### config.mk
export PLATFORM = sky130hd
export DESIGN_NAME = ugbq_div
export DESIGN_NICKNAME = d
export VERILOG_FILES = /design/src/sv/ugbq_pkg.sv /design/src/sv/ugbq_div.sv
export SDC_FILE = /design/constraint.sdc
export NUM_CORES = 1
export LEC_CHECK = 0
export BUFFER_PORTS_ARGS = -buffer_cell sky130_fd_sc_hd__buf_2
export CAP_MARGIN = 20
export CORE_ASPECT_RATIO = 0.5
export CORE_MARGIN = 2
export CORE_UTILIZATION = 35
export DETAILED_ROUTE_END_ITERATION = 10
export MAX_ROUTING_LAYER = met4
export PLACE_DENSITY = 0.53
export SLEW_MARGIN = 20
export SYNTH_ARGS = -nofsm -noshare
export SYNTH_HDL_FRONTEND = slang
export SYNTH_SLANG_ARGS = --single-unit
### constraint.sdc
create_clock -name clk -period 7 [get_ports clk]
set_input_delay 1.75 -clock clk [delete_from_list [all_inputs] [get_ports clk]]
set_output_delay 1.75 -clock clk [all_outputs]
set_load 0.05 [all_outputs]
### src/sv/ugbq_pkg.sv
// ----------------------------------------------------------------------------
// ugbq_pkg
// Shared types, codes and constants of the uniform grid box query block.
// ----------------------------------------------------------------------------
package ugbq_pkg;

	localparam int MAX_OBJECTS_DEF = 64;
	localparam int COORD_BITS_DEF  = 16;
	localparam int CFG_BITS        = 16;
	localparam int CFG_IDX_BITS    = 3;
	localparam int SIZE_BITS       = 15;
	localparam int ID_BITS         = 6;
	localparam int TAG_BITS        = 32;

	typedef enum logic [1:0] {
		REQ_ADD    = 2'd0,
		REQ_REMOVE = 2'd1,
		REQ_UPDATE = 2'd2,
		REQ_LOOKUP = 2'd3
	} req_t;

	typedef enum logic [2:0] {
		ST_OK         = 3'd0,
		ST_STORED     = 3'd1,
		ST_NOT_STORED = 3'd2,
		ST_BAD_BOX    = 3'd3,
		ST_OUTSIDE    = 3'd4
	} status_t;

	typedef enum logic [2:0] {
		CFG_LEFT   = 3'd0,
		CFG_RIGHT  = 3'd1,
		CFG_BOTTOM = 3'd2,
		CFG_TOP    = 3'd3,
		CFG_SIZE   = 3'd4
	} cfg_idx_t;

	typedef enum logic [2:0] {
		S_IDLE,
		S_DIV,
		S_SCAN,
		S_SCAN_WAIT,
		S_DONE
	} fsm_t;

endpackage

### src/sv/ugbq_div.sv
// ----------------------------------------------------------------------------
// ugbq_div
// Floor division of a signed value by an unsigned cell size, one quotient
// bit per cycle (restoring division on the dividend, inverted if negative).
// ----------------------------------------------------------------------------
module ugbq_div #(
	parameter int W = 18
) (
	input  logic                          clk,
	input  logic                          arst_n,
	input  logic                          start,
	input  logic signed [W-1:0]           dividend,
	input  logic [ugbq_pkg::SIZE_BITS-1:0] divisor,
	output logic                          done,
	output logic signed [W-1:0]           quotient
);
	import ugbq_pkg::*;

	localparam int CW = $clog2(W + 1);

	logic [W-1:0]  num_q;
	logic [W-1:0]  quo_q;
	logic [W:0]    rem_q;
	logic [CW-1:0] cnt_q;
	logic          neg_q;
	logic          run_q;
	logic [W:0]    trial;
	logic [W:0]    dsor;
	logic [W-1:0]  mag;

	// negative a: floor(a/s) = -((-a-1)/s) - 1 = ~((~a)/s)
	assign mag  = dividend[W-1] ? ~dividend : dividend;
	assign dsor = (divisor == '0) ? (W+1)'(1) : (W+1)'(divisor);
	assign trial = {rem_q[W-1:0], num_q[W-1]};

	// shift one dividend bit a cycle
	always_ff @(posedge clk or negedge arst_n) begin
		if (!arst_n) begin
			run_q <= 1'b0;
			cnt_q <= '0;
			done  <= 1'b0;
		end else begin
			done <= 1'b0;
			if (start) begin
				run_q <= 1'b1;
				cnt_q <= CW'(W);
			end else if (run_q) begin
				cnt_q <= cnt_q - 1'b1;
				if (cnt_q == CW'(1)) begin
					run_q <= 1'b0;
					done  <= 1'b1;
				end
			end
		end
	end

	always_ff @(posedge clk) begin
		if (start) begin
			num_q <= mag;
			neg_q <= dividend[W-1];
			rem_q <= '0;
			quo_q <= '0;
		end else if (run_q) begin
			num_q <= {num_q[W-2:0], 1'b0};
			if (trial >= dsor) begin
				rem_q <= trial - dsor;
				quo_q <= {quo_q[W-2:0], 1'b1};
			end else begin
				rem_q <= trial;
				quo_q <= {quo_q[W-2:0], 1'b0};
			end
		end
	end

	assign quotient = neg_q ? ~quo_q : quo_q;

endmodule

; Yosys cells after proc, flatten, opt, wreduce, memory -nomap -nowiden
; Cells that the tools add are included.
[totals]
reg_bits = 62
out_inout_bits = 19
elab_cells = 30
[classes]
n_addsub = 2
n_lt_le_gt_ge = 1
eq_ne = 1
muxes = 15
bitwise_logic = 2
reduce_logical = 2
[ops]
columns = cell, count
row1 = 18-bit 2-to-1 mux, 5
row2 = 18-bit inverter, 2
row3 = 19-bit by 15-bit greater-or-equal comparator with 1-bit output, 1
row4 = 18-bit by 15-bit subtractor with 18-bit output, 1
row5 = 15-bit zero test, 1
row6 = 15-bit 2-to-1 mux, 1
row7 = 5-bit 2-to-1 mux, 2
row8 = 1-bit 2-to-1 mux, 7
row9 = 5-bit by 1-bit equality test with 1-bit output (second input constant), 1
row10 = 5-bit by 1-bit subtractor with 5-bit output (second input constant), 1
row11 = 2-bit nonzero test, 1

; Logic depth before layout (Yosys ltp)
; Gate-level depths: netlist (run 1).
[logic_depth]
word_depth = 4
depth_mapped = 12
mapped_depth_nobuf = 12

; Worst setup path after synthesis (run 1)
; Ideal clock, no wire load.
[synth_timing]
path_type = input-to-reg
from = input divisor[10] in the netlist's numbering
to = register rem_q[16]
arrival_time_ns = 4.138
t_required_ns = 6.885
path_slack_ns = 2.748
cell_stages = 12
n_path_buf = 0
cell_sequence = nor4_1 -> a41o_1 -> ha_1 -> inv_1 -> fa_1 -> a211o_1 -> a21oi_1 -> o221a_2 -> and2_1 -> o21ai_0 -> a21o_1 -> a2111oi_0
[synth_between]
elab_chain_len = 4
[synth_lines]
columns = element, line_no
row1 = start: declaration, ugbq_div.sv:13  ; input logic [ugbq_pkg::SIZE_BITS-1:0] divisor,
row2 = 15-bit zero test, ugbq_div.sv:33  ; assign dsor = (divisor == '0) ? (W+1)'(1) : (W+1)'(divisor);
row3 = 15-bit 2-to-1 mux *, ugbq_div.sv:33
row4 = 18-bit by 15-bit subtractor with 18-bit output or 19-bit by 15-bit greater-or-equal comparator with 1-bit output (tied branches), "ugbq_div.sv:66, ugbq_div.sv:65"
row5 = 18-bit 2-to-1 mux *, ugbq_div.sv:65  ; if (trial >= dsor) begin
row6 = end signal: assignment, ugbq_div.sv:66  ; rem_q <= trial - dsor;
row7 = end signal: assignment, ugbq_div.sv:69  ; rem_q <= trial;
row8 = end: declaration, ugbq_div.sv:23  ; logic [W:0] rem_q;
; Mark *: on every way between the ends. The rest lies on a longest branch, timed or not.
; A chain may end at the register's enable or synchronous reset.

; Worst setup path after layout (run 1)
[layout_timing]
from = input divisor[3] in the netlist's numbering
to = register rem_q[16]
; Same word-level chain as after synthesis.

==> key figures, run 1 <==
Die
  – Die Y: ~77 um
  – Core Area: 10200 um^2
  – Starting Density: 0.360
  – Die area: around 11000 um^2
  – Num ports: 55
  – Die Wd: around 150 um
  – Row count: 26

Drt
  – WL/cell: 13.6 um
  – Routed wire length: about 8.1 mm
  – Final ANT Viol Nets: 0
  – Pre-antenna DRT Iters: 4
  – Drt via density: ~5.0
  – Drc violations: 0
  – Via count: about 3000
  – Initial DRC count: between 150 and 200

Hold path
  – Hold WC Path Type: flip-flop to flip-flop

Clock tree
  – CTS resizes: 0
  – Root Buffer: clkbuf_16
  – CTS sink count: 62
  – TritonCTS clock tree: done
  – Hold-fix buffers at CTS: 0
  – Total CTS buffers: 9
  – Clk_lat worst skew: ~0.32 ns
  – Worst-path clk slew: approximately 0.060 ns
  – Clock buffer depth: 2
  – Htree depth: 3
  – Post-CTS setup buffer count: 0

Placement
  – PortBufs: 54
  – Pre-CTS WS: between 2 and 2.5 ns
  – Hpwl dp: 5.37 mm
  – Placer Congestion: 0.766

Timing
  – Clk_skew: slightly below 0.007 ns
  – FMAX: 221 MHz
  – Final period util: 0.646
  – Hold Vio Cnt, Final: 0
  – RSZ-0062 raised after global routing: false
  – Fin worst setup slack: ~2.5 ns
  – # setup viols final: 0
  – Min Clock Period, post-route: 4.52 ns
  – Actual slew at the worst max-slew pin: 0.892 ns
  – Final Hold Slack: ~0.5 ns
  – Max Transition Viols Final: 0
  – Setup TNS: 0 ns
  – Rel. slew slack: 0.405

Layout
  – Antenna diodes: 0
  – NumNets Final: 500
  – FILL cells: 1021
  – Layout cells sized above 1: 0.184
  – Multi-input combinational cell area: between 2000 and 2500 um^2
  – FF/Latch Area: approximately 1500 um^2
  – Layout area overhead: 18.7%

Synth
  – Synth cell count leaders: 59 x nor2_1, 36 x dfxtp_1, 28 x a21oi_1
  – Most frequent cell after synthesis: nor2_1
  – Synth area leaders: dfxtp_1 20%, edfxtp_1 15%, xor2_1 6.2%, nor2_1 6.0%, ha_1 5.8%
  – Asr flop ratio synth: 0.113
  – Post-synth top flop: dfxtp_1
  – Number of enable flip-flop cells after synthesis: 19
  – YS warnings: 0
  – Yosys top cell by area: dfxtp_1
  – Sequential-to-total area share from yosys stat: 0.398
  – Synth top area share: 0.196
  – Area of the mapped netlist: around 3700 um^2
  – Synth Register Bits: 62
  – Post-synthesis instance total: 404
  – Syn nets: roughly 460
  – Syn_area_per_cell: 9.11 um^2
  – Count of cell types in the netlist: 50

Global route
  – Largest net degree at the start of global routing: 78
  – Antenna violations before repair: 0
  – Total GRT Usage: 0.152
  – GR Overflow Total: 0
  – First-pass GRT wire length: roughly 14 mm
  – Vias in the first global route: 2858

Power and ir drop
  – Peak supply drop: 176 uV
  – PD cells: 358 nW/um^2
  – Sequential power share: 0.318
  – Internal power: 0.974 mW
  – Sw Share: 0.377
  – Clock power share: 0.296
  – Leakage Power: 2.03 nW
  – Switching power: 0.590 mW
  – Combinational Power Share: 0.386

Run status
  – Outcome: completed

Critical path
  – CP max stage delay: approximately 0.43 ns
  – CP Cell Sequence: buf_2 > nor4_1 > a41o_1 > ha_1 > inv_1 > fa_1 > a211o_1 > a21oi_1 > o221a_2 > and2_1 > o21ai_0 > a21o_1 > a2111oi_0
  – CP delay by family, top: compound AO/OA/AOI/OAI gates
  – CP Capture Type: flip-flop
  – Crit path arrival time: 4.73 ns
  – Critical path required time: 7.21 ns
  – CP Max Fanout: 3
  – CP bufs+invs: 2
  – Slowest CP cell: nor4_1
  – Setup crit start kind: input port
  – R2r setup slk: 3.92 ns
  – Crit Path Class: input port to flip-flop

Flow run
  – Max cap viols: 0
[per-layer routing]
| layer | vias up | part of all wire | track usage |
|---|---|---|---|
| li1 | 1514 | - | - |
| met1 | 1376 | 0.50 | 0.202 |
| met2 | 73 | 0.43 | 0.230 |
| met3 | 8 | 0.051 | 0.0401 |
| met4 | 0 | 0.012 | 0.0410 |
| met5 | - | 0 | - |
[flip-flops by register name, summed over array words and instances, names as in the netlist]
| signal | flops |
|---|---|
| quo_q | 18 |
| cnt_q | 5 |
| neg_q | 1 |
| rem_q | 18 |
| num_q | 18 |
| done | 1 |
| run_q | 1 |
[cell type report]
class	instances	area share
clock buffers	11	0.0630
flip-flops and latches	62	0.336
well taps	140	0.0401
clock inverters	5	0.0103
inverters	23	0.0198
repair buffers	57	0.0670
multi-input cells	293	0.464
[placed cells by master (no fill, tap or decap), types with 4 or more instances in the layout]
cell       count
dfrtp_1        6
xor2_1        26
nand2_1        9
mux2i_1       17
xnor2_1       24
a21o_1        10
o21ai_0       15
a21oi_1       28
clkbuf_16     11
inv_1         23
a211oi_1       4
dfxtp_1       36
edfxtp_1      19
nor2b_1        6
ha_1          17
a311oi_1      13
buf_2         54
nand3_1       14
nor4_1         4
nor2_1        59
[path summary, 6_finish.rpt]
path                             end  depth (start not counted)  startpoint
setup reg to reg           rem_q[17]                          8    rem_q[6]
min in group asynchronous   cnt_q[2]                          1      arst_n
hold reg to reg            rem_q[17]                          2   rem_q[17]
max in group asynchronous      run_q                          1      arst_n
setup / recovery           rem_q[16]                         13  divisor[3]
hold / removal             rem_q[17]                          2   rem_q[17]
[cells by family (layout without fill, tap and decap cells)]
family,after synthesis,after routing,synth area share
simple gates,114,114,0.148
compound gates,94,94,0.174
flops,62,62,0.398
xor+xnor,50,50,0.119
buf+inv,49,96,0.0513
fa+ha+maj,18,18,0.0632
mux,17,17,0.0462
[power groups by stage]
stage	sequential, mW	combinational (mW)	clock (mW)
3_3_place_gp	0.503	0.601	0
4_1_cts	0.496	0.604	0.475
5_1_grt	0.506	0.671	0.496
3_5_place_dp	0.503	0.599	0
6_report	0.497	0.604	0.463
2_1_floorplan	0.485	0.487	0
[tightest hold or removal path, delay by kind of cell (launching register included)]
kind,cells,cell delay (ns)
flops,1,0.31
simple gates,1,0.08
compound gates,1,0.05
[through the flow]
stage,cell area (um^2),power (mW),util,std cells
floorplan,3680,0.973,-,404
global placement,4050,1.10,0.396,575
detailed placement,4050,1.10,0.396,575
CTS,4370,1.58,0.428,591
global route,4370,1.67,0.428,591
finish,4370,1.56,0.428,591
No activity file was read; power rests on OpenSTA's default activity.
==> run 2, diff against run 1 <==
--- a/config.mk
+++ b/config.mk
@@ -12,7 +12,7 @@
 export CORE_UTILIZATION = 35
 export DETAILED_ROUTE_END_ITERATION = 10
 export MAX_ROUTING_LAYER = met4
-export PLACE_DENSITY = 0.53
+export PLACE_DENSITY = 0.55
 export SLEW_MARGIN = 20
 export SYNTH_ARGS = -nofsm -noshare
 export SYNTH_HDL_FRONTEND = slang
==> constraint.sdc (replaced) <==
create_clock -name clk -period 4.1 [get_ports clk]
set_input_delay 1.025 -clock clk [delete_from_list [all_inputs] [get_ports clk]]
set_output_delay 1.025 -clock clk [all_outputs]
set_load 0.05 [all_outputs]
==> run 2 against run 1 <==
Setup slack worse by 2.2 ns. Non-clock buffer count up 7. Sequential power rose by 72%. Largest cell class unchanged. Global-route usage grew 0.75 points.
==> key figures, run 2 (same netlist as run 1, synthesis figures left out) <==
Run status
  – Outcome: completed

Clock tree
  – Clock buffer depth: 2
  – CTS sink count: 62
  – Clk_lat worst skew: 0.33 ns
  – Total CTS buffers: 9
  – Htree depth: 3
  – Root Buffer: clkbuf_16
  – TritonCTS clock tree: done
  – Worst-path clk slew: ~0.06 ns

Die
  – Num ports: 55
  – Starting Density: 0.360
  – Core Area: 10200 um^2
  – Die Wd: about 150 um
  – Die Y: 76.5 um
  – Die area: 11400 um^2
  – Row count: 26

Drt
  – Pre-antenna DRT Iters: 4
  – Drt via density: 4.99
  – Final ANT Viol Nets: 0
  – Initial DRC count: ~140
  – Via count: 2987
  – Routed wire length: 8.22 mm
  – Drc violations: 0
  – WL/cell: 13.8 um

Placement
  – # placed instances: a little under 600
  – Hpwl dp: ~5.7 mm
  – PortBufs: 54
  – Placer Congestion: around 0.79
  – Pre-CTS WS: -0.128 ns
  – Post-DP Area: 4100 um^2

Layout
  – Final Non-Filler Cells: 598
  – Antenna diodes: 0
  – Layout area overhead: 19.9%
  – Most frequent cells in the layout: 59 x nor2_1, 54 x buf_2, 36 x dfxtp_1
  – Top flop regs: num_q x18, quo_q x18, rem_q x18
  – NumNets Final: 507
  – Multi-input combinational cell area: just over 2000 um^2
  – FILL cells: 1030
  – Design Area, Final: 4420 um^2
  – FF/Latch Area: 1470 um^2
  – Layout cells sized above 1: 0.190
  – Commonest non-fill, non-tap cell in the layout: nor2_1

Power and ir drop
  – PD cells: 621 nW/um^2
  – Switching power: 0.990 mW
  – Clock power share: 0.292
  – Combinational Power Share: 0.397
  – Leakage Power: 2.05 nW
  – Sw Share: 0.361
  – Internal power: about 1.8 mW
  – Peak supply drop: 231 uV
  – Sequential power share: 0.311

Timing
  – FMAX: 265 MHz
  – Min Clock Period, post-route: approximately 3.8 ns
  – Clk_skew: 0.0102 ns
  – Fin worst setup slack: 0.320 ns
  – Rel. slew slack: 0.388
  – RSZ-0062 raised after global routing: false
  – Actual slew at the worst max-slew pin: 0.918 ns
  – Max Transition Viols Final: 0
  – Hold Vio Cnt, Final: 0
  – # setup viols final: 0
  – Final period util: 0.922

Critical path
  – CP Cell Sequence: buf_2 > nor4_1 > buf_4 > a41o_1 > ha_1 > inv_1 > fa_1 > a211o_1 > a21oi_1 > o221a_2 > and2_1 > o21ai_0 > a21o_1 > a2111oi_0
  – Crit path arrival time: 4.00 ns
  – CP Capture Type: flip-flop
  – Crit Path Class: input port to flip-flop
  – CP max stage delay: 0.39 ns
  – Critical path required time: 4.32 ns
  – Setup crit start kind: input port
  – CP Max Fanout: 3
  – Slowest CP cell: fa_1

Flow run
  – Max cap viols: 0

Global route
  – Largest net degree at the start of global routing: 50
  – Antenna violations before repair: 0
  – GR Overflow Total: 0
  – Vias in the first global route: between 2000 and 3000
  – Total GRT Usage: 0.160
  – First-pass GRT wire length: roughly 14 mm

Hold path
  – Hold WC Path Type: flip-flop to flip-flop
==> run 2: routing by layer <==
| metal | up-vias | share of wire | GRT usage |
|---|---|---|---|
| met4 | 0 | 0.014 | 0.0505 |
| met2 | 51 | 0.42 | 0.226 |
| met5 | - | 0 | - |
| met1 | 1396 | 0.52 | 0.217 |
| li1 | 1530 | - | - |
| met3 | 10 | 0.045 | 0.0497 |
==> run 2: worst max-delay path, delay by kind of cell <==
family	cells	cell delay (ns)
adders and majority gates	2	0.56
and+or+nand+nor	2	0.43
AOI/OAI and AO/OA	7	1.66
buffers and inverters	3	0.31
==> run 2: power groups by stage <==
stage	Sequential (mW)	Combinational (mW)	Clock [mW]
after global routing	0.871	1.21	0.854
after global placement	0.864	1.08	0
after detailed placement	0.865	1.08	0
after floorplan	0.828	0.832	0
after CTS	0.855	1.09	0.823
final	0.855	1.09	0.802
==> run 2: worst paths after layout <==
path	from	endpoint	slack, ns	depth (start not counted)
setup / recovery	divisor[6]	rem_q[16]	0.32	14
max in group asynchronous	arst_n	run_q	3.41	1
setup reg to reg	rem_q[5]	rem_q[17]	1.26	8
min in group asynchronous	arst_n	cnt_q[2]	0.52	1
hold reg to reg	rem_q[17]	rem_q[17]	0.49	2
hold / removal	rem_q[17]	rem_q[17]	0.49	2
==> run 2: what timing repair did <==
action                                  in CTS  in global routing
setup buffers                                0                  0
endpoints found under the setup margin       0                  1
hold buffers                                 0                  0
gates resized for setup                      0                  1
==> run 2: layout make-up <==
class / count / share of cell area
clock buffers: 13 / 0.0544
clock inverters: 3 / 0.0156
inverters: 23 / 0.0195
multi-input cells: 293 / 0.460
flip-flops and latches: 62 / 0.332
well taps: 140 / 0.0397
repair buffers: 64 / 0.0782
==> run 2: through the flow <==
| step | power, mW | utilization | setup TNS, ns | hold slack [ns] |
|---|---|---|---|---|
| detailed placement | 1.94 | 0.402 | -0.128 | 0.489 |
| CTS | 2.76 | 0.432 | 0 | 0.498 |
| global placement | 1.94 | 0.402 | 0 | 0.481 |
| floorplan | 1.66 | - | 0 | 0.461 |
| finish | 2.74 | 0.432 | 0 | 0.492 |
| global route | 2.94 | 0.432 | 0 | 0.511 |
